## config.mk

```make
export PLATFORM = sky130hd
export DESIGN_NAME = prrn_queue
export DESIGN_NICKNAME = d
export VERILOG_FILES = /design/src/rtl/poisson_residual_rms_norm_unit_macros.svh /design/src/rtl/prrn_queue.sv
export SDC_FILE = /design/constraint.sdc
export NUM_CORES = 1
export LEC_CHECK = 0
export BUFFER_PORTS_ARGS = -buffer_cell sky130_fd_sc_hd__buf_4
export CORE_ASPECT_RATIO = 0.75
export CORE_UTILIZATION = 30
export DETAILED_ROUTE_END_ITERATION = 10
export HOLD_SLACK_MARGIN = 0.06
export PLACE_DENSITY = 0.55
export SLEW_MARGIN = 20
export SYNTH_ARGS = -nofsm -noshare
export SYNTH_HDL_FRONTEND = slang
export SYNTH_SLANG_ARGS = --single-unit
```

## constraint.sdc

```tcl
create_clock -name clk -period 21.9 [get_ports clk]
set_clock_uncertainty 0.2 [all_clocks]
set_input_delay 0 -clock clk [delete_from_list [all_inputs] [get_ports clk]]
set_output_delay 0 -clock clk [all_outputs]
set_load 0.01 [all_outputs]
```

## src/rtl/poisson_residual_rms_norm_unit_macros.svh

```systemverilog
// assertion macros for the poisson residual rms norm unit
// used by the top level only, no other dependencies
`ifndef POISSON_RESIDUAL_RMS_NORM_UNIT_MACROS_SVH
`define POISSON_RESIDUAL_RMS_NORM_UNIT_MACROS_SVH

// same-cycle implication under reset
`define PRRN_ASSERT_IMP(label, clk, rst_n, ante, cons, msg) \
    label: assert property (@(posedge clk) disable iff (!rst_n) (ante) |-> (cons)) \
        else $error(msg);

// next-cycle implication under reset
`define PRRN_ASSERT_NXT(label, clk, rst_n, ante, cons, msg) \
    label: assert property (@(posedge clk) disable iff (!rst_n) (ante) |=> (cons)) \
        else $error(msg);

`endif

```

## src/rtl/prrn_queue.sv

```systemverilog
// two-word queue of accumulator snapshots between front and back
// depends on nothing but its width parameter
`default_nettype none

module prrn_queue #(
    parameter int WIDTH = 89
) (
    input  wire logic             clk,
    input  wire logic             rst_n,
    input  wire logic             push,
    input  wire logic [WIDTH-1:0] push_data,
    input  wire logic             pop,
    output logic [WIDTH-1:0]      head_data,
    output logic                  not_empty,
    output logic                  full
);

    logic             head_valid_reg, tail_valid_reg;
    logic [WIDTH-1:0] head_reg, tail_reg;

    assign head_data = head_reg;
    assign not_empty = head_valid_reg;
    assign full      = tail_valid_reg;

    always_ff @(posedge clk or negedge rst_n)
    begin
        if (!rst_n)
        begin
            head_valid_reg <= 1'b0;
            tail_valid_reg <= 1'b0;
        end
        else if (pop && !push)
        begin
            head_valid_reg <= tail_valid_reg;
            tail_valid_reg <= 1'b0;
        end
        else if (push && !pop)
        begin
            if (head_valid_reg)
                tail_valid_reg <= 1'b1;
            else
                head_valid_reg <= 1'b1;
        end
    end

    always_ff @(posedge clk)
    begin
        if (pop && push)
        begin
            if (tail_valid_reg)
            begin
                head_reg <= tail_reg;
                tail_reg <= push_data;
            end
            else
                head_reg <= push_data;
        end
        else if (pop)
            head_reg <= tail_reg;
        else if (push)
        begin
            if (head_valid_reg)
                tail_reg <= push_data;
            else
                head_reg <= push_data;
        end
    end

endmodule

`default_nettype wire

```

Word-level counts from Yosys, hierarchy flattened
Cells that the tools add are included.
{"block": "word_totals", "regBits": 180, "inputBits": 93, "output_inout_bits": 91, "wordCells": 35}
{"block": "classes", "n_eq_ne": 3, "n_mux": 15, "reduce_logical": 13}
{"operator": "two-way mux 89 bit", "count": 10}
{"operator": "nonzero test 2 bit", "count": 4}
{"operator": "two-way mux 1 bit", "count": 5}
{"operator": "AND reduction 2 bit", "count": 2}
{"operator": "AND reduction 4 bit", "count": 1}
{"operator": "logical AND 1 bit", "count": 3}
{"operator": "inequality test 3 x 2 -> 1 bit, second input constant", "count": 1}
{"operator": "nonzero test 3 bit", "count": 1}
{"operator": "logical NOT 1 bit", "count": 2}
{"operator": "inequality test 2 x 1 -> 1 bit, second input constant", "count": 1}
{"operator": "inequality test 2 bit, second input constant", "count": 1}

Depth between registers and ports, before layout
Gate-level depths: netlist of run 1.
{"block": "depth", "word_depth": 4, "depth_mapped": 5}

Worst setup path before layout of run 1
No wires, ideal clock.
{"block": "synth_path", "path_type": "flip-flop to flip-flop", "from": "register tail_valid_reg (netlist: full)", "to": "register tail_reg[0] (enable)", "arrival_ps": 6615, "t_required_ps": 21054, "setup_slack_ps": 14439, "path_stages_with_launch": 3, "path_buffers": 0, "period_less_slack_ps": 7461, "path_cell_list": "dfrtp_1 -> mux2i_1 -> nor3_1"}
{"block": "synth_via", "elab_chain_len": 2}
{"element": "from (decl)", "line_no": "prrn_queue.sv:18", "text": "logic head_valid_reg, tail_valid_reg;"}
{"element": "from (signal assigned)", "line_no": "prrn_queue.sv:30", "text": "tail_valid_reg <= 1'b0;"}
{"element": "from (signal assigned)", "line_no": "prrn_queue.sv:35", "text": "tail_valid_reg <= 1'b0;"}
{"element": "from (signal assigned)", "line_no": "prrn_queue.sv:40", "text": "tail_valid_reg <= 1'b1;"}
{"element": "inequality test 2 bit (no source line)"}
{"element": "AND reduction 4 bit (no source line)"}
{"element": "to (signal assigned)", "line_no": "prrn_queue.sv:53", "text": "tail_reg <= push_data;"}
{"element": "to (signal assigned)", "line_no": "prrn_queue.sv:63", "text": "tail_reg <= push_data;"}
{"element": "to (decl)", "line_no": "prrn_queue.sv:19", "text": "logic [WIDTH-1:0] head_reg, tail_reg;"}
No other way between the ends.
A chain may end at the register's enable or synchronous reset.

Worst setup path after layout of run 1
{"block": "layout_path", "from": "input pop", "to": "register head_reg[35] (netlist: head_data[35]) (enable)"}
{"block": "layout_via", "elab_chain_len": 3, "word_cells_on_any_way": 4}
{"element": "from (decl)", "line_no": "prrn_queue.sv:12", "text": "input wire logic pop,"}
{"element": "logical AND 1 bit", "line_no": "prrn_queue.sv:48", "text": "if (pop && push)"}
{"element": "inequality test 3 x 2 -> 1 bit (no source line) / nonzero test 3 bit (equally long branches)"}
{"element": "AND reduction 2 bit (no source line) (*)"}
{"element": "to (signal assigned)", "line_no": "prrn_queue.sv:52", "text": "head_reg <= tail_reg;"}
{"element": "to (signal assigned)", "line_no": "prrn_queue.sv:56", "text": "head_reg <= push_data;"}
{"element": "to (signal assigned)", "line_no": "prrn_queue.sv:59", "text": "head_reg <= tail_reg;"}
{"element": "to (decl)", "line_no": "prrn_queue.sv:19"}
Mark *: on every way between the ends. The rest lies on a longest branch, timed or not.

==> out/qor.yml, run 1 <==
logic_synthesis:
  syn_nets: 394
  synth_area_mm2: 0.00659
  yosys_warnings: 0
  syn_avg_cell_area_um2: 22.3
  synth_cells: 296
  synth_seq_cells: 180
  synth.distinct_cells: 15
  yosysSeqAreaShare_pct: 81.9
timing:
  drv_slew: 0
  period_share_pct: 11.1
  fmax_ghz: 0.411
  slew_headroom_pct: 54.1
  setup_ws_ns: 19.47
  max_slew.worst_pin.slew_ns: 0.689
  fin_tns_setup_ns: 0
  rsz0062_at_grt: "false"
  finalSetupViolations: 0
  hold_ws_ns: 0.0935
  finalHoldViolCount: 0
  post-route-min-period_ns: 2.43
worst_hold_path:
  worstHoldPathType: "in2reg"
finish:
  design_area_mm2: 0.00987
  antenna_cells: 0
  layout_commonest_cell: "buf_4"
  fin_nets: 688
  area_delta_synth_final_pct: 49.8
  drive_gt1_share_pct: 49.9
  final_cell_mix: "189 x buf_4, 178 x edfxtp_1, 95 x dlygate4sd3_1"
floorplan:
  core-area_mm2: 0.0214
  rows: 46
  die_height_um: 130
  pin_count: 184
  die_area_mm2: 0.0226
  die_width_um: 173
  start_util_pct: 30.9
power:
  power.leakage_nw: 3.75
  powerDensity_mw_per_mm2: 86.0
  peakVddDrop_mv: 0.0394
  power_mw: 0.849
detailed_routing:
  viasPerCell: 4.24
  drt-initial-drc-count: 177
  routed_wl_um: 13900
  avgRoutedWirePerCell_um: 15.6
  drc: 0
  ant_nets: 0
  first_pass_iters: 4
  num_vias: 3775
clock_network:
  root_buffer: "clkbuf_16"
  cts_buffers: 17
  cts.path.max_buffers: 2
  htreeDepth: 4
  cts_sinks: 180
  insertion_delay_ns: 0.42
  clk_pin_slew_ns: 0.07
  tritoncts: "yes"
critical_path:
  cp-end-kind: "register"
  startpoint_type: "input pin"
  cp.arrival_ns: 2.29
  crit_type: "in2reg"
  crit_fanout: 45
  crit_required_ns: 21.75
outcome:
  status: "finished clean"
global_route:
  grt_overflow: 0
  grt_first_pass_wirelength_um: 21600
  track_usage_pct: 12.7
  grt_pass1_vias: 3924
  grt_max_degree: 50
  antenna_found_initial: 0
place:
  dp_slack_ns: 19.48
  gp_congestion: 0.767
  hpwl_um: 8750
  port_buffers: 183
  dpl_cell_area_mm2: 0.00834
run:
  drv_cap: 0
-- power by group --
group          switching (mW)  leakage, nW  internal (mW)
Sequential            0.00976         1.75          0.424
Clock                   0.139        0.269          0.160
Combinational          0.0528         1.73         0.0639
Total                   0.201         3.75          0.648
-- cells by family (layout without fill, tap and decap cells) --
| kind of cell | count (synthesis) | after routing | synth area share (%) |
|---|---|---|---|
| buffers and inverters | 13 | 320 | 1.04 |
| flip-flops | 180 | 180 | 81.9 |
| AND/OR/NAND/NOR | 3 | 3 | 0.190 |
| AO/OA/AOI/OAI | 4 | 4 | 0.342 |
| adder cells (fa/ha/maj) | 5 | 5 | 0.950 |
| multiplexers | 91 | 91 | 15.6 |
-- critical path, stage by stage --
cell and delay, ns:
dlygate4sd3_1 0.52, buf_4 0.15, ha_1 0.20, inv_1 0.08, a31oi_4 0.16, buf_4 0.52, buf_4 0.63
-- cells in the mapped netlist --
cell type | instances | area share (%)
edfxtp_1 | 178 | 81
mux2_2 | 79 | 14
mux2_1 | 10 | 1.7
buf_2 | 7 | 0.53
ha_1 | 5 | 0.95
inv_1 | 4 | 0.23
a21oi_1 | 2 | 0.15
a31oi_1 | 2 | 0.19
dfrtp_1 | 2 | 0.76
nor2_1 | 2 | 0.11
buf_4 | 1 | 0.11
buf_6 | 1 | 0.17
mux2i_1 | 1 | 0.15
mux2i_2 | 1 | 0.21
nor3_1 | 1 | 0.076
-- area by class of cell --
cell class | instances | area, um^2
fill | 1859 | 11500
inverter | 4 | 15.0
tap | 288 | 360
timing repair buffer | 284 | 2370
sequential | 180 | 5400
multi-input combinational | 103 | 1150
clock inverter | 15 | 148
clock buffer | 17 | 425
-- stage by stage --
stage	std cells	utilization [%]
6_report	891	46.2
5_1_grt	891	46.2
4_1_cts	891	46.2
3_5_place_dp	764	39.1
3_3_place_gp	764	39.1
2_1_floorplan	296	-
-- metal layers --
metal  GRT usage, %  part of all wire [%]  vias up
met2           18.3                    44      145
met4           4.06                  0.94        0
met1           16.8                    47     1854
met5              0                     0        -
li1               -                     -     1764
met3           5.86                   8.3       12
-- worst paths after layout --
path,from,to,slack (ns),depth (start not counted)
worst max-delay path,pop,head_data[35],19.47,7
worst min-delay path,push_data[61],tail_reg[61],0.09,2
worst max register to register,not_empty,head_data[35],19.54,3
worst min register to register,tail_reg[79],head_data[79],0.33,1
max in group asynchronous,rst_n,full,21.12,3
min in group asynchronous,rst_n,not_empty,0.25,3
-- repair_timing --
action | CTS | global route
endpoints found under the hold margin | 182 | 0
hold buffers | 95 | 0
buffers inserted | 0 | 0
resized for setup | 0 | 0
(Power assumes the default switching activity.)
==> inputs of run 2 (changes only) <==
==> constraint.sdc (replaced) <==
create_clock -name clk -period 2.4 [get_ports clk]
set_clock_uncertainty 0.2 [all_clocks]
set_input_delay 0 -clock clk [delete_from_list [all_inputs] [get_ports clk]]
set_output_delay 0 -clock clk [all_outputs]
set_load 0.01 [all_outputs]
==> run 2 against run 1 <==
Non-clock buffer count is 2 lower. Total power grew to 9.2 times the previous value. Routed wire length is 0.45% lower. Combinational power grew to 9.2 times the previous value. Critical endpoint is now head_data[38]. Highest routed layer unchanged.
==> out/qor.yml, run 2 (synthesis results as in run 1) <==
outcome:
  status: "finished clean"  # unchanged
place:
  gp_congestion: 0.751  # was 0.767
  dp_cells: 764  # unchanged
  hpwl_um: 8530  # was 8750 um
  port_buffers: 183  # unchanged
clock_network:
  cts_setup_buffers: 0  # unchanged
  insertion_delay_ns: 0.42  # about the same
  root_buffer: "clkbuf_16"  # unchanged
  cts_sinks: 180  # unchanged
  clk_pin_slew_ns: 0.07  # about the same
  cts_resized: 0  # unchanged
  tritoncts: "yes"  # unchanged
  cts.path.max_buffers: 2  # unchanged
  holdBufCountCts: 93  # was 95
  cts_buffers: 17  # unchanged
  htreeDepth: 4  # unchanged
finish:
  final_cell_mix: "185 x buf_4, 178 x edfxtp_1, 93 x dlygate4sd3_1"  # was 189 x buf_4, 178 x edfxtp_1, 95 x dlygate4sd3_1
  fin_nets: 686  # was 688
  antenna_cells: 0  # unchanged
  ff_latch_area_mm2: 0.00540  # about the same
  multi_input_area_mm2: 0.00116  # was 0.00115 mm^2
  nFillCells: 1833  # was 1,859
  area_delta_synth_final_pct: 50.7  # was 49.8%
  drive_gt1_share_pct: 50.4  # was 49.9%
  layout_commonest_cell: "buf_4"  # unchanged
  fin_cells: 889  # was 891
detailed_routing:
  avgRoutedWirePerCell_um: 15.6  # about the same
  first_pass_iters: 4  # unchanged
  viasPerCell: 4.23  # was 4.24
  drt-initial-drc-count: 229  # was 177
  num_vias: 3764  # was 3,775
  ant_nets: 0  # unchanged
  routed_wl_um: 13800  # was 13,900 um
  drc: 0  # unchanged
critical_path:
  crit_type: "in2reg"  # unchanged
  cp-end-kind: "register"  # unchanged
  crit_fanout: 46  # was 45
  cp.arrival_ns: 1.96  # was 2.29 ns
  startpoint_type: "input pin"  # unchanged
  crit_required_ns: 2.37  # was 21.75 ns
floorplan:
  start_util_pct: 30.9  # unchanged
  die_width_um: 173  # unchanged
  die_area_mm2: 0.0226  # unchanged
  die_height_um: 130  # unchanged
  core-area_mm2: 0.0214  # unchanged
  pin_count: 184  # unchanged
  rows: 46  # unchanged
global_route:
  grt_max_degree: 75  # was 50
  grt_overflow: 0  # unchanged
  track_usage_pct: 12.7  # about the same
  grt_first_pass_wirelength_um: 21700  # was 21,600 um
  antenna_found_initial: 0  # unchanged
  grt_pass1_vias: 4070  # was 3,924
power:
  p_switching_mw: 1.76  # was 0.201 mW
  comb_power_share_pct: 13.8  # was 13.7%
  peakVddDrop_mv: 0.570  # was 0.0394 mV
  p_clk_share_pct: 35.8  # was 35.2%
  powerDensity_mw_per_mm2: 791  # was 86.0 mW/mm^2
  power.leakage_nw: 3.78  # was 3.75 nW
  power_mw: 7.85  # was 0.849 mW
  seq_power_share_pct: 50.4  # was 51.1%
  switching_share_pct: 22.4  # was 23.7%
  p_int_mw: 6.09  # was 0.648 mW
timing:
  slew_headroom_pct: 64.2  # was 54.1%
  rsz0062_at_grt: "false"  # unchanged
  fmax_ghz: 0.503
  drv_slew: 0  # unchanged
  max_slew.worst_pin.slew_ns: 0.537  # was 0.689 ns
  post-route-min-period_ns: 1.99
  finalSetupViolations: 0  # unchanged
  period_share_pct: 82.8
  finalHoldViolCount: 0  # unchanged
run:
  drv_cap: 0  # unchanged
worst_hold_path:
  worstHoldPathType: "in2reg"  # unchanged
## run 2: stage by stage
step / setup slack (ns) / area [um^2] / util (%) / hold WS, ns / setup TNS [ns]
2_1_floorplan: -0.936 / 6620 / - / -0.496 / -105.13
5_1_grt: 0.366 / 9920 / 46.5 / 0.0689 / 0
6_report: 0.412 / 9920 / 46.5 / 0.105 / 0
4_1_cts: 0.433 / 9920 / 46.5 / 0.0756 / 0
3_5_place_dp: 0.521 / 8400 / 39.4 / -0.411 / 0
3_3_place_gp: 0.576 / 8400 / 39.4 / -0.411 / 0
## run 2: worst max-delay path: stages
cell	delay (ns)
dlygate4sd3_1	0.53
buf_4	0.15
ha_1	0.23
mux2i_4	0.33
buf_12	0.27
mux2_2	0.37
## run 2: layout make-up
| cell class | instances | share of cell area (%) |
|---|---|---|
| Clock buffer | 17 | 4.29 |
| Clock inverter | 15 | 1.65 |
| Inverter | 4 | 0.151 |
| Multi-Input combinational cell | 103 | 11.7 |
| Sequential cell | 180 | 54.4 |
| Tap cell | 288 | 3.63 |
| Timing Repair Buffer | 282 | 24.2 |
## run 2: power by group through the flow
stage                     clock [mW]  combinational, mW  sequential (mW)
after floorplan                    0              0.353             4.11
after detailed placement           0              0.980             4.03
after global placement             0              0.958             4.01
after CTS                       2.90               1.11             3.96
final                           2.81               1.08             3.96
after global routing            3.03               1.16             3.99
## run 2: final timing paths
path	from	to	slack (ns)	depth (start not counted)
min in group asynchronous	rst_n	full	0.24	3
worst min-delay path	push_data[83]	tail_reg[83]	0.10	2
max in group asynchronous	rst_n	not_empty	1.62	3
worst min register to register	tail_reg[84]	head_data[84]	0.33	1
worst max register to register	full	head_data[38]	0.53	3
worst max-delay path	pop	head_data[38]	0.41	6
## run 2: layer usage
metal	up-vias	track usage [%]	part of all wire, %
met1	1889	15.5	45
li1	1753	-	-
met3	6	5.57	6.5
met4	0	3.12	0.67
met5	-	0	0
met2	116	20.7	48
