File: config.mk
export PLATFORM = sky130hd
export DESIGN_NAME = prrn_back
export DESIGN_NICKNAME = d
export VERILOG_FILES = /design/src/rtl/poisson_residual_rms_norm_unit_macros.svh /design/src/rtl/prrn_pkg.sv /design/src/rtl/prrn_back.sv
export SDC_FILE = /design/constraint.sdc
export NUM_CORES = 1
export LEC_CHECK = 0
export ABC_AREA = 1
export BUFFER_PORTS_ARGS = -buffer_cell sky130_fd_sc_hd__buf_2
export CAP_MARGIN = 20
export CORE_ASPECT_RATIO = 0.5
export CORE_UTILIZATION = 25
export CTS_CLUSTER_DIAMETER = 30
export DETAILED_ROUTE_END_ITERATION = 10
export SYNTH_ARGS = -nofsm -noshare
export SYNTH_HDL_FRONTEND = slang
export SYNTH_SLANG_ARGS = --single-unit
export TNS_END_PERCENT = 10
File: constraint.sdc
create_clock -name clk -period 5.4 [get_ports clk]
set_input_delay 1.08 -clock clk [delete_from_list [all_inputs] [get_ports clk]]
set_output_delay 1.08 -clock clk [all_outputs]
set_load 0.01 [all_outputs]
File: src/rtl/poisson_residual_rms_norm_unit_macros.svh
// assertion macros for the poisson residual rms norm unit
// used by the top level only, no other dependencies
`ifndef POISSON_RESIDUAL_RMS_NORM_UNIT_MACROS_SVH
`define POISSON_RESIDUAL_RMS_NORM_UNIT_MACROS_SVH

// same-cycle implication under reset
`define PRRN_ASSERT_IMP(label, clk, rst_n, ante, cons, msg) \
    label: assert property (@(posedge clk) disable iff (!rst_n) (ante) |-> (cons)) \
        else $error(msg);

// next-cycle implication under reset
`define PRRN_ASSERT_NXT(label, clk, rst_n, ante, cons, msg) \
    label: assert property (@(posedge clk) disable iff (!rst_n) (ante) |=> (cons)) \
        else $error(msg);

`endif

File: src/rtl/prrn_pkg.sv
// shared constants and types of the poisson residual rms norm unit
// no dependencies
`default_nettype none

package prrn_pkg;

    localparam int COUNT_BITS_DEF = 24;
    localparam int VALUE_BITS_DEF = 32;
    localparam int FRAC_BITS      = 16;
    localparam int OUT_COUNT_BITS = 24;
    localparam int SUM_BITS       = 64;
    localparam int DIV_STEPS      = 64;
    localparam int ROOT_STEPS     = 32;
    localparam int CFG_INDEX_BITS = 1;

    localparam logic [31:0] INV_SQ_RESET = 32'h0001_0000;

    localparam logic [CFG_INDEX_BITS-1:0] CFG_INV_DX_SQ = 1'b0;
    localparam logic [CFG_INDEX_BITS-1:0] CFG_INV_DY_SQ = 1'b1;

    typedef enum logic [3:0] {
        ST_IDLE = 4'b0001,
        ST_DIV  = 4'b0010,
        ST_ROOT = 4'b0100,
        ST_OUT  = 4'b1000
    } back_state_t;

endpackage

`default_nettype wire

File: src/rtl/prrn_back.sv
// back end: mean by restoring division, root by digit recurrence, result register
// depends on prrn_pkg
`default_nettype none

module prrn_back #(
    parameter int COUNT_BITS = prrn_pkg::COUNT_BITS_DEF
) (
    input  wire logic                  clk,
    input  wire logic                  rst_n,
    input  wire logic                  q_valid,
    input  wire logic [63:0]           q_sum,
    input  wire logic [COUNT_BITS-1:0] q_count,
    input  wire logic                  q_flag,
    output logic                       q_pop,
    output logic                       out_valid,
    input  wire logic                  out_stall,
    output logic [31:0]                rms_norm,
    output logic [prrn_pkg::OUT_COUNT_BITS-1:0] cells_counted,
    output logic                       saturated
);

    prrn_pkg::back_state_t state_reg, state_next;

    logic [5:0]            step_reg;
    logic [63:0]           quo_reg;
    logic [COUNT_BITS-1:0] rem_reg;
    logic [COUNT_BITS-1:0] div_reg;
    logic [63:0]           rad_reg;
    logic [31:0]           root_reg;
    logic [33:0]           srem_reg;
    logic [31:0]           norm_reg;
    logic                  flag_reg;
    logic [prrn_pkg::OUT_COUNT_BITS-1:0] count_out_reg;

    logic [COUNT_BITS:0] rem_sh;
    logic                div_ge;
    logic [63:0]         quo_step;
    logic [35:0]         srem_sh, trial;
    logic                root_ge;
    logic [31:0]         root_step;

    always_comb
    begin
        rem_sh   = {rem_reg, quo_reg[63]};
        div_ge   = rem_sh >= {1'b0, div_reg};
        quo_step = {quo_reg[62:0], div_ge};
        srem_sh  = {srem_reg, rad_reg[63:62]};
        trial    = {2'b00, root_reg, 2'b01};
        root_ge  = srem_sh >= trial;
        root_step = {root_reg[30:0], root_ge};
    end

    always_comb
    begin
        state_next = state_reg;
        q_pop      = 1'b0;
        case (state_reg)
            prrn_pkg::ST_IDLE:
            begin
                if (q_valid)
                begin
                    q_pop = 1'b1;
                    state_next = (q_count == '0) ? prrn_pkg::ST_OUT : prrn_pkg::ST_DIV;
                end
            end
            prrn_pkg::ST_DIV:
            begin
                if (step_reg == 6'(prrn_pkg::DIV_STEPS - 1))
                    state_next = (quo_step[63:48] != 16'h0000) ? prrn_pkg::ST_OUT
                                                               : prrn_pkg::ST_ROOT;
            end
            prrn_pkg::ST_ROOT:
            begin
                if (step_reg == 6'(prrn_pkg::ROOT_STEPS - 1))
                    state_next = prrn_pkg::ST_OUT;
            end
            prrn_pkg::ST_OUT:
            begin
                if (!out_stall)
                    state_next = prrn_pkg::ST_IDLE;
            end
            default:
                state_next = prrn_pkg::ST_IDLE;
        endcase
    end

    always_ff @(posedge clk or negedge rst_n)
    begin
        if (!rst_n)
            state_reg <= prrn_pkg::ST_IDLE;
        else
            state_reg <= state_next;
    end

    always_ff @(posedge clk)
    begin
        case (state_reg)
            prrn_pkg::ST_IDLE:
            begin
                quo_reg       <= q_sum;
                rem_reg       <= '0;
                div_reg       <= q_count;
                flag_reg      <= q_flag;
                count_out_reg <= prrn_pkg::OUT_COUNT_BITS'(q_count);
                step_reg      <= '0;
                norm_reg      <= '0;
            end
            prrn_pkg::ST_DIV:
            begin
                rem_reg  <= div_ge ? COUNT_BITS'(rem_sh - {1'b0, div_reg})
                                   : COUNT_BITS'(rem_sh);
                quo_reg  <= quo_step;
                if (step_reg == 6'(prrn_pkg::DIV_STEPS - 1))
                begin
                    // mean too large for a 32-bit root
                    if (quo_step[63:48] != 16'h0000)
                    begin
                        norm_reg <= '1;
                        flag_reg <= 1'b1;
                    end
                    rad_reg  <= {quo_step[47:0], 16'h0000};
                    root_reg <= '0;
                    srem_reg <= '0;
                    step_reg <= '0;
                end
                else
                    step_reg <= step_reg + 6'd1;
            end
            prrn_pkg::ST_ROOT:
            begin
                srem_reg <= root_ge ? 34'(srem_sh - trial) : 34'(srem_sh);
                root_reg <= root_step;
                rad_reg  <= {rad_reg[61:0], 2'b00};
                step_reg <= step_reg + 6'd1;
                if (step_reg == 6'(prrn_pkg::ROOT_STEPS - 1))
                    norm_reg <= root_step;
            end
            default:
            begin
            end
        endcase
    end

    assign out_valid     = (state_reg == prrn_pkg::ST_OUT);
    assign rms_norm      = norm_reg;
    assign cells_counted = count_out_reg;
    assign saturated     = flag_reg;

endmodule

`default_nettype wire

== Word-level counts from Yosys, hierarchy flattened ==
Index checks and enable logic that the tools add are counted.

* Bits in registers: 285
* Output and inout port bits: 59
* Word-level logic and storage cells: 63

* $add $sub $neg: 3
* Magnitude comparators: 2
* Equality and inequality tests: 11
* Multiplexer cells: 28
* Reduce and logical (&&, ||, !) cells: 9

{| class="wikitable"
|+ Operator list
! operator !! number
|-
| $pmux W64 S2 || 2
|-
| $mux W32 || 4
|-
| $pmux W32 S3 || 1
|-
| $mux W34 || 2
|-
| $pmux W34 S2 || 1
|-
| $mux W64 || 1
|-
| $pmux W32 S2 || 1
|-
| $pmux W24 S2 || 1
|-
| $ge A36 B34 Y1 || 1
|-
| $sub A34 B34 Y34 || 1
|-
| $ge A25 B24 Y1 || 1
|-
| $logic_not A24 Y1 || 1
|-
| $mux W24 || 1
|-
| $mux W4 || 6
|-
| $sub A24 B24 Y24 || 1
|-
| $pmux W6 S3 || 1
|-
| $pmux W4 S4 || 1
|-
| $reduce_bool A16 Y1 || 1
|-
| $ne A2 B2 Y1 const B || 5
|-
| $reduce_and A4 Y1 || 2
|-
| $add A6 B1 Y6 const B || 1
|-
| $eq A6 B5 Y1 const B || 1
|-
| $eq A6 B6 Y1 const B || 1
|-
| $mux W6 || 1
|-
| 10 further kinds || 14
|}

== Depth between registers and ports, before layout ==
Gate-level depths: netlist (run 1).

* Depth after elaboration: 4
* Depth in mapped cells: 17

== Least setup slack after synthesis (run 1) ==
Ideal clock, no wire load.

* Path type: register to register
* Start point: register state_reg[3]
* End point: register norm_reg[0], in the netlist rms_norm[0] (enable)
* Setup time: 421 ps
* Arrival: 4560 ps
* Data required time: 4979 ps
* Setup slack: 419 ps
* Stages on the path, launching flop included: 10
* Buffers on the path: 0
* Cells stage by stage: dfrtp_1 nor2_1 inv_1 nor3_1 inv_2 nand2_1 nor2_1 inv_1 nand3_1 nor2_1

* Cells in the longest elaborated chain, start to end: 3
* Elaborated cells between the ends (all ways): 8

{| class="wikitable"
|+ Ends and longest elaborated chain
! item !! RTL line !! text
|-
| start, declared || prrn_back.sv:22 || <nowiki>prrn_pkg::back_state_t state_reg, state_next;</nowiki>
|-
| start signal, assigned || prrn_back.sv:90 || <nowiki>state_reg <= prrn_pkg::ST_IDLE;</nowiki>
|-
| start signal, assigned || prrn_back.sv:92 || <nowiki>state_reg <= state_next;</nowiki>
|-
| $eq A4 B2 Y1, or another cell as far along || prrn_back.sv:97 || <nowiki>case (state_reg)</nowiki>
|-
| $ne A2 B2 Y1 (no source line) / $reduce_bool A3 Y1 (equally long branches) || - ||
|-
| $reduce_and A4 Y1 (no source line) (*) || - ||
|-
| end signal, assigned || prrn_back.sv:136 || <nowiki>norm_reg <= root_step;</nowiki>
|-
| end, declared || prrn_back.sv:31 || <nowiki>logic [31:0] norm_reg;</nowiki>
|}

Every way passes the cells marked *; elsewhere a longest branch is shown, timed or not.
A chain may end at the register's enable or synchronous reset.

== Final worst setup path (run 1) ==
* Start point: register state_reg[3]
* End point: register rad_reg[30] (enable)

* Cells in the longest elaborated chain, start to end: 3
* Elaborated cells between the ends (all ways): 5

{| class="wikitable"
|+ Ends and longest elaborated chain
! item !! RTL line !! text
|-
| $eq A4 B2 Y1 / $eq A4 B3 Y1 (equally long branches) || prrn_back.sv:97 ||
|-
| $ne A2 B2 Y1 (no source line) / $reduce_bool A2 Y1 (equally long branches) || - ||
|-
| $reduce_and A2 Y1 (no source line) (*) || - ||
|-
| end signal, assigned || prrn_back.sv:121 || <nowiki>rad_reg <= {quo_step[47:0], 16'h0000};</nowiki>
|-
| end signal, assigned || prrn_back.sv:133 || <nowiki>rad_reg <= {rad_reg[61:0], 2'b00};</nowiki>
|-
| end, declared || prrn_back.sv:28 || <nowiki>logic [63:0] rad_reg;</nowiki>
|}

Marked as above.

==> metrics.yaml, run 1 <==
clocking:
  cts.sink_count: 269
  cts_hold_buf: 0
  clk_path_buf_depth: 3
  numCtsBuffers: 59
  cts_resized: 0
  cts_tree: "built"
  cts.clk_slew.worst_paths_ns: 0.05
  clkLatencyLatePin_ns: 0.57
  root_buffer: "clkbuf_16"
  htree_levels: 2
  post-cts-setup-buffers: 0
grt:
  grt_pass1_vias: 12474
  track_usage_pct: 12.3
  grt_first_pass_wirelength_um: 62800
  antenna_found_initial: 1
  grt_max_degree: 99
  gr-total-overflow: 0
floorplan:
  die_width_um: 355
  dieArea_um2: 63200
  fp.dieH_um: 178
  ios: 152
  core_area_um2: 61300
  rows: 64
  initial_core_util_pct: 25.4
final_layout:
  mostFrequentLayoutCells: "nand2_1, edfxtp_1, inv_1, nor2_1, buf_2"
  syn_to_final_growth_pct: 23.3
  largest_reg_flops: 64
  nets: 2266
  fillers: 6441
  drive_above_1_share_pct: 13.5
  final_common_cell: "nand2_1"
  utilization_pct: 31.3
timing:
  finalClockSkew_ns: 0.0154
  fin_hold_ws_ns: 0.312
  rsz0062_at_grt: "no"
  worst_pin_slew_ns: 1.09
  finalSetupViolCount: 0
  finalWorstSetupSlack_ns: 2.28
  layout_worst_path_cycle_share_pct: 57.7
  period_needed_ns: 3.12
  max_freq_mhz: 321
  hold_viol_final: 0
  fin_setup_tns_ns: 0
  max_slew_margin_pct: 27.4
  drv_slew: 0
setup_path:
  cpPeakStageDelay_ns: 0.67
  cp.buffers_inverters: 3
  crit_required_ns: 5.60
  crit_top_cell: "buf_4"
  crit_arrival_ns: 3.32
  timing.rr.start: "state_reg[3]"
  cp_max_fo: 82
  cp_num_cells: 7
  crit_chain: "nor2_1, inv_1, nor3_2, buf_4, nand2_1, nand2_4, buf_4"
  cp-startpoint: "state_reg[3]"
  cp-end-kind: "register"
  crit_path_start_kind: "register"
  timing.critical_path.max_delay_family: "buffers and inverters"
  rr_worst_depth: 7
  path_class: "reg2reg"
  slowest_stage: "buf_4"
route:
  wl_um: 39700
  num_vias: 12743
  initialDrtViolationCount: 739
  wire_per_inst_um: 13.3
  vias_per_cell: 4.27
  dr.pass1.iters: 5
  drtAntennaViolNets: 0
  drcViolationCount: 0
synth:
  synth_area_um2: 15500
  postSynthAreaPerCell_um2: 7.99
  synth_top_cell_area_share_pct: 51.2
  yosysTopAreaCell: "edfxtp_1"
  synth_cell_type_count: 36
  syn_inst: 1944
  seq_area_frac_synth_pct: 51.9
  yosys_most_used_dff: "edfxtp_1"
  yosys_warnings: 0
  async_reset_ff_share_pct: 1.49
  syn-num-nets: 2097
  synth_edf_count: 265
  synth_area_leaders: "edfxtp_1, nand2_1, inv_1"
  ys_ff_latch: 269
power:
  peakVddDrop_mv: 0.323
  power.density_nw_per_um2: 541
  p_leak_uw: 0.00917
place:
  routabilityCongestion: 0.923
  pre_cts_ws_ns: 2.17
  dpl.hpwl_um: 28500
  numPortBuffers: 151
hold_path:
  worstHoldPathType: "in2async"
run:
  maxCapViolCount: 0
status:
  status: "completed"
-- logic make-up after synthesis --
logic type / synth area share, %
flops: 51.9
buf+inv: 7.70
compound gates: 4.24
simple gates: 29.6
fa+ha+maj: 4.88
xor+xnor: 1.75
-- final timing paths --
| check | end | slack (ns) |
|---|---|---|
| worst max-delay path | rad_reg[30] | 2.28 |
| worst min-delay path | state_reg[3] | 0.31 |
| worst max register to register | rad_reg[30] | 2.28 |
| worst min register to register | rad_reg[38] | 0.51 |
| max in group asynchronous | state_reg[0] | 4.89 |
| min in group clk | rad_reg[38] | 0.51 |
-- cells in the mapped netlist, drive strengths merged, types with 4 or more instances --
| library cell | number |
|---|---|
| nor2 | 245 |
| xnor2 | 27 |
| inv | 248 |
| clkbuf | 32 |
| xor2 | 4 |
| nand4 | 18 |
| nand3 | 34 |
| edfxtp | 265 |
| nand2 | 812 |
| nand3b | 16 |
| o21ai | 72 |
| buf | 21 |
| ha | 59 |
| nor3 | 20 |
| a21oi | 47 |
-- stage by stage --
step,total power [uW],instance area (um2),cells
6_report,10400,19200,2986
5_1_grt,11000,19200,2986
4_1_cts,10500,19200,2985
3_5_place_dp,6870,17200,2877
3_3_place_gp,6830,17200,2877
2_1_floorplan,5910,15500,1944
-- cell type report --
| class | count | area [um2] | area share, % |
|---|---|---|---|
| inverter | 248 | 933 | 4.87 |
| tap | 825 | 1030 | 5.39 |
| clock inverter | 48 | 478 | 2.50 |
| clock buffer | 60 | 1500 | 7.84 |
| timing repair buffer | 161 | 831 | 4.34 |
| sequential | 269 | 8060 | 42.1 |
| multi-input combinational | 1374 | 6320 | 33.0 |
| antenna | 1 | 2.50 | 0.0131 |
-- per-layer routing --
metal  wire length, um  share of wire [%]  track usage, %  vias to the layer above
li1                  -                  -               -                     6549
met1             17500                 44            15.0                     5879
met2             19500                 49            21.8                      237
met3              1540                3.9            2.08                       78
met4              1200                3.0            4.49                        0
met5                 0                  0               0                        -
-- power by group --
part	switching (uW)	internal (uW)	leakage (uW)
clock network	1210	2320	0.000948
registers	302	3290	0.00246
logic	2220	1010	0.00576
-- worst register-to-register path: cells and delay by family (launching register included) --
family | cells | cell delay, ns
and+or+nand+nor | 4 | 1.00
DFF | 1 | 0.39
buffers and inverters | 3 | 1.32
(Power assumes the default switching activity.)
==> run 2: changes to the inputs <==
Settings changed: ABC_AREA 1 to 0.
Clock period 5.4 ns to 3.2 ns, I/O delays scaled along.
==> run 2 against run 1 <==
  * Non-clock buffer count grew 17
  * Critical endpoint is now srem_reg[11]
  * Clock power grew 61%
  * Largest power group unchanged
  * Core utilization grew 0.66 points
  * Highest routed layer unchanged
  * Fmax grew 3.9%
  * Power grew 63%
==> metrics.yaml, run 2 <==
grt:
  track_usage_pct: 11.2  # -1.1 points
  gr-total-overflow: 0  # unchanged
  antenna_found_initial: 1  # unchanged
  grt_pass1_vias: 10177  # -18%
  grt_first_pass_wirelength_um: 51900  # -17%
  grt_max_degree: 108  # +9.1%
clocking:
  root_buffer: "clkbuf_16"
  post-cts-setup-buffers: 0  # unchanged
  cts_tree: "built"
  htree_levels: 2  # unchanged
  cts.clk_slew.worst_paths_ns: 0.05  # about the same
  numCtsBuffers: 57  # -3.4%
  cts.sink_count: 269  # unchanged
  clk_path_buf_depth: 3  # unchanged
  clkLatencyLatePin_ns: 0.58  # about the same
synth:
  yosysTopAreaCell: "edfxtp_1"
  synth_edf_count: 265  # unchanged
  postSynthAreaPerCell_um2: 10.4  # +30%
  synth_area_um2: 14100  # -9.1%
  syn-num-nets: 1508  # -28%
  synth_cell_type_count: 68  # +89%
  yosysMostFrequentCell: "nand2_1"
  seq_area_frac_synth_pct: 57.1  # +5.2 points
  synth_area_leaders: "edfxtp_1, nand2_1, ha_1"
  synthTopCellsByCount: "nand2_1, edfxtp_1, nor2_1, inv_1, o21ai_0"
  yosys_most_used_dff: "edfxtp_1"
  yosys_warnings: 0  # unchanged
  async_reset_ff_share_pct: 1.49  # unchanged
  synth_top_cell_area_share_pct: 56.4  # +5.2 points
  ys_ff_latch: 269  # unchanged
  syn_inst: 1355  # -30%
status:
  status: "completed"
final_layout:
  final_common_cell: "nand2_1"
  mostFrequentLayoutCells: "nand2_1, edfxtp_1, buf_2, nor2_1, inv_1"
  syn_to_final_growth_pct: 25.8
  drive_above_1_share_pct: 18.8  # +5.3 points
  nets: 1688  # -26%
  instances_no_fill: 2338  # -22%
  largest_reg_flops: 64  # unchanged
timing:
  drv_slew: 0  # unchanged
  max_slew_margin_pct: 44.0  # +17 points
  worst_pin_slew_ns: 0.840  # -0.249 ns
  hold_viol_final: 0  # unchanged
  fin_setup_tns_ns: 0  # unchanged
  layout_worst_path_cycle_share_pct: 93.7  # +36 points
  finalClockSkew_ns: 0.0399  # +0.0245 ns
  rsz0062_at_grt: "no"
  finalSetupViolCount: 0  # unchanged
  period_needed_ns: 3.00  # -0.117 ns
  max_freq_mhz: 334  # +3.9%
hold_path:
  worstHoldStart: "q_count[4]"
  worstHoldPathType: "in2reg"
  whs_path_depth: 1
  whs_endpoint: "cells_counted[4]"
setup_path:
  crit_path_start_kind: "register"
  cp_max_fo: 26  # -68%
  crit_arrival_ns: 3.30  # -0.02 ns
  path_class: "reg2reg"
  slowest_stage: "or4b_1"
  timing.rr.start: "srem_reg[17]"
  cp-end-kind: "register"
  rr_worst_depth: 11  # +4
  crit_required_ns: 3.51  # -2.09 ns
  crit_top_cell: "nor2_1"
  reg2reg_slack_ns: 0.20  # -2.08 ns
  reg2reg_to: "srem_reg[11]"
  crit_chain: "ha_1, nand2_1, nor2_1, or4b_1, nor3_1, a211o_2, a2111oi_4, o21ai_4, buf_6, mux2i_1, nor2_1"
  cpPeakStageDelay_ns: 0.45  # -0.22 ns
route:
  drcViolationCount: 0  # unchanged
  dr.pass1.iters: 7  # +2
  wl_um: 32400  # -18%
  drtAntennaViolNets: 0  # unchanged
  num_vias: 10326  # -19%
  wire_per_inst_um: 13.9  # +4.4%
  vias_per_cell: 4.42  # +3.5%
  initialDrtViolationCount: 658  # -11%
place:
  routabilityCongestion: 0.836  # -9.5%
  numPortBuffers: 151  # unchanged
  placed_cells: 2231  # -22%
  dpl.hpwl_um: 22600  # -21%
power:
  peakVddDrop_mv: 0.476  # +47%
  p_leak_uw: 0.00774  # -16%
  power.density_nw_per_um2: 951  # +76%
floorplan:
  initial_core_util_pct: 25.4  # about the same
  fp.dieH_um: 170  # -4.6%
  ios: 152  # unchanged
  rows: 61  # -4.7%
  core_area_um2: 55600  # -9.2%
  die_width_um: 338  # -4.7%
  dieArea_um2: 57500  # -9.1%
run:
  maxCapViolCount: 0  # unchanged
## run 2: metal layers
metal	global-route usage, %	vias to the layer above	part of all wire (%)
li1	-	5154	-
met2	19.5	146	50
met1	14.0	4971	45
met3	1.99	55	3.4
met5	0	-	0
met4	3.31	0	2.0
## run 2: logic make-up after synthesis
family	Yosys count	share of synthesized area, %
muxes	41	2.91
DFF	269	57.1
buffers and inverters	131	3.81
xor gates and xnor gates	56	3.47
AOI/OAI and AO/OA	210	9.90
and+or+nand+nor	588	17.5
adders and majority gates	60	5.37
## run 2: area by class of cell
class,instances,area [um2]
clock inverters,36,407
fillers,5629,37900
clock buffers,69,1470
flip-flops and latches,269,8060
inverters,74,278
diodes,1,2.50
repair buffers,178,1040
multi-input cells,955,5560
well taps,756,946
## run 2: timing repair
item | CTS | global route
gates resized for setup | 0 | 3
setup endpoints to repair | 0 | 17
hold buffers | 1 | 0
endpoints found under the hold margin | 3 | 0
## run 2: report_power, final
part,switching [uW],internal (uW),leakage (uW)
registers,520,5500,0.00243
logic,3190,2020,0.00443
clock network,1970,3700,0.000884
total,5680,11200,0.00774
## run 2: worst max path at each step
stage,start,end,slack [ns]
3_3_place_gp,root_reg[4],srem_reg[31],0.19
5_1_grt,srem_reg[4],srem_reg[25],0.003
6_report,srem_reg[17],srem_reg[11],0.20
3_5_place_dp,srem_reg[17],srem_reg[2],0.15
2_1_floorplan,state_reg[3],rad_reg[16],0.002
4_1_cts,srem_reg[17],srem_reg[2],0.12
## run 2: critical path, delay by kind of cell (launching register included)
family                   cells  cell delay [ns]
multiplexers                 1             0.24
AO/OA/AOI/OAI                3             0.34
adder cells (fa/ha/maj)      1             0.41
AND/OR/NAND/NOR              5             1.02
flip-flops                   1             0.39
buffers and inverters        1             0.31
## run 2: stage by stage
| step | hold WS [ns] | instance area, um2 | utilization, % | total power [uW] | worst slack, ns |
|---|---|---|---|---|---|
| finish | 0.251 | 17800 | 31.9 | 16900 | 0.202 |
| global route | 0.222 | 17800 | 31.9 | 18000 | 0.00336 |
| CTS | 0.210 | 17800 | 31.9 | 17100 | 0.117 |
| detailed placement | 0.453 | 15900 | 28.5 | 11300 | 0.150 |
| global placement | 0.446 | 15900 | 28.5 | 11200 | 0.186 |
| floorplan | 0.344 | 14100 | - | 9700 | 0.00209 |
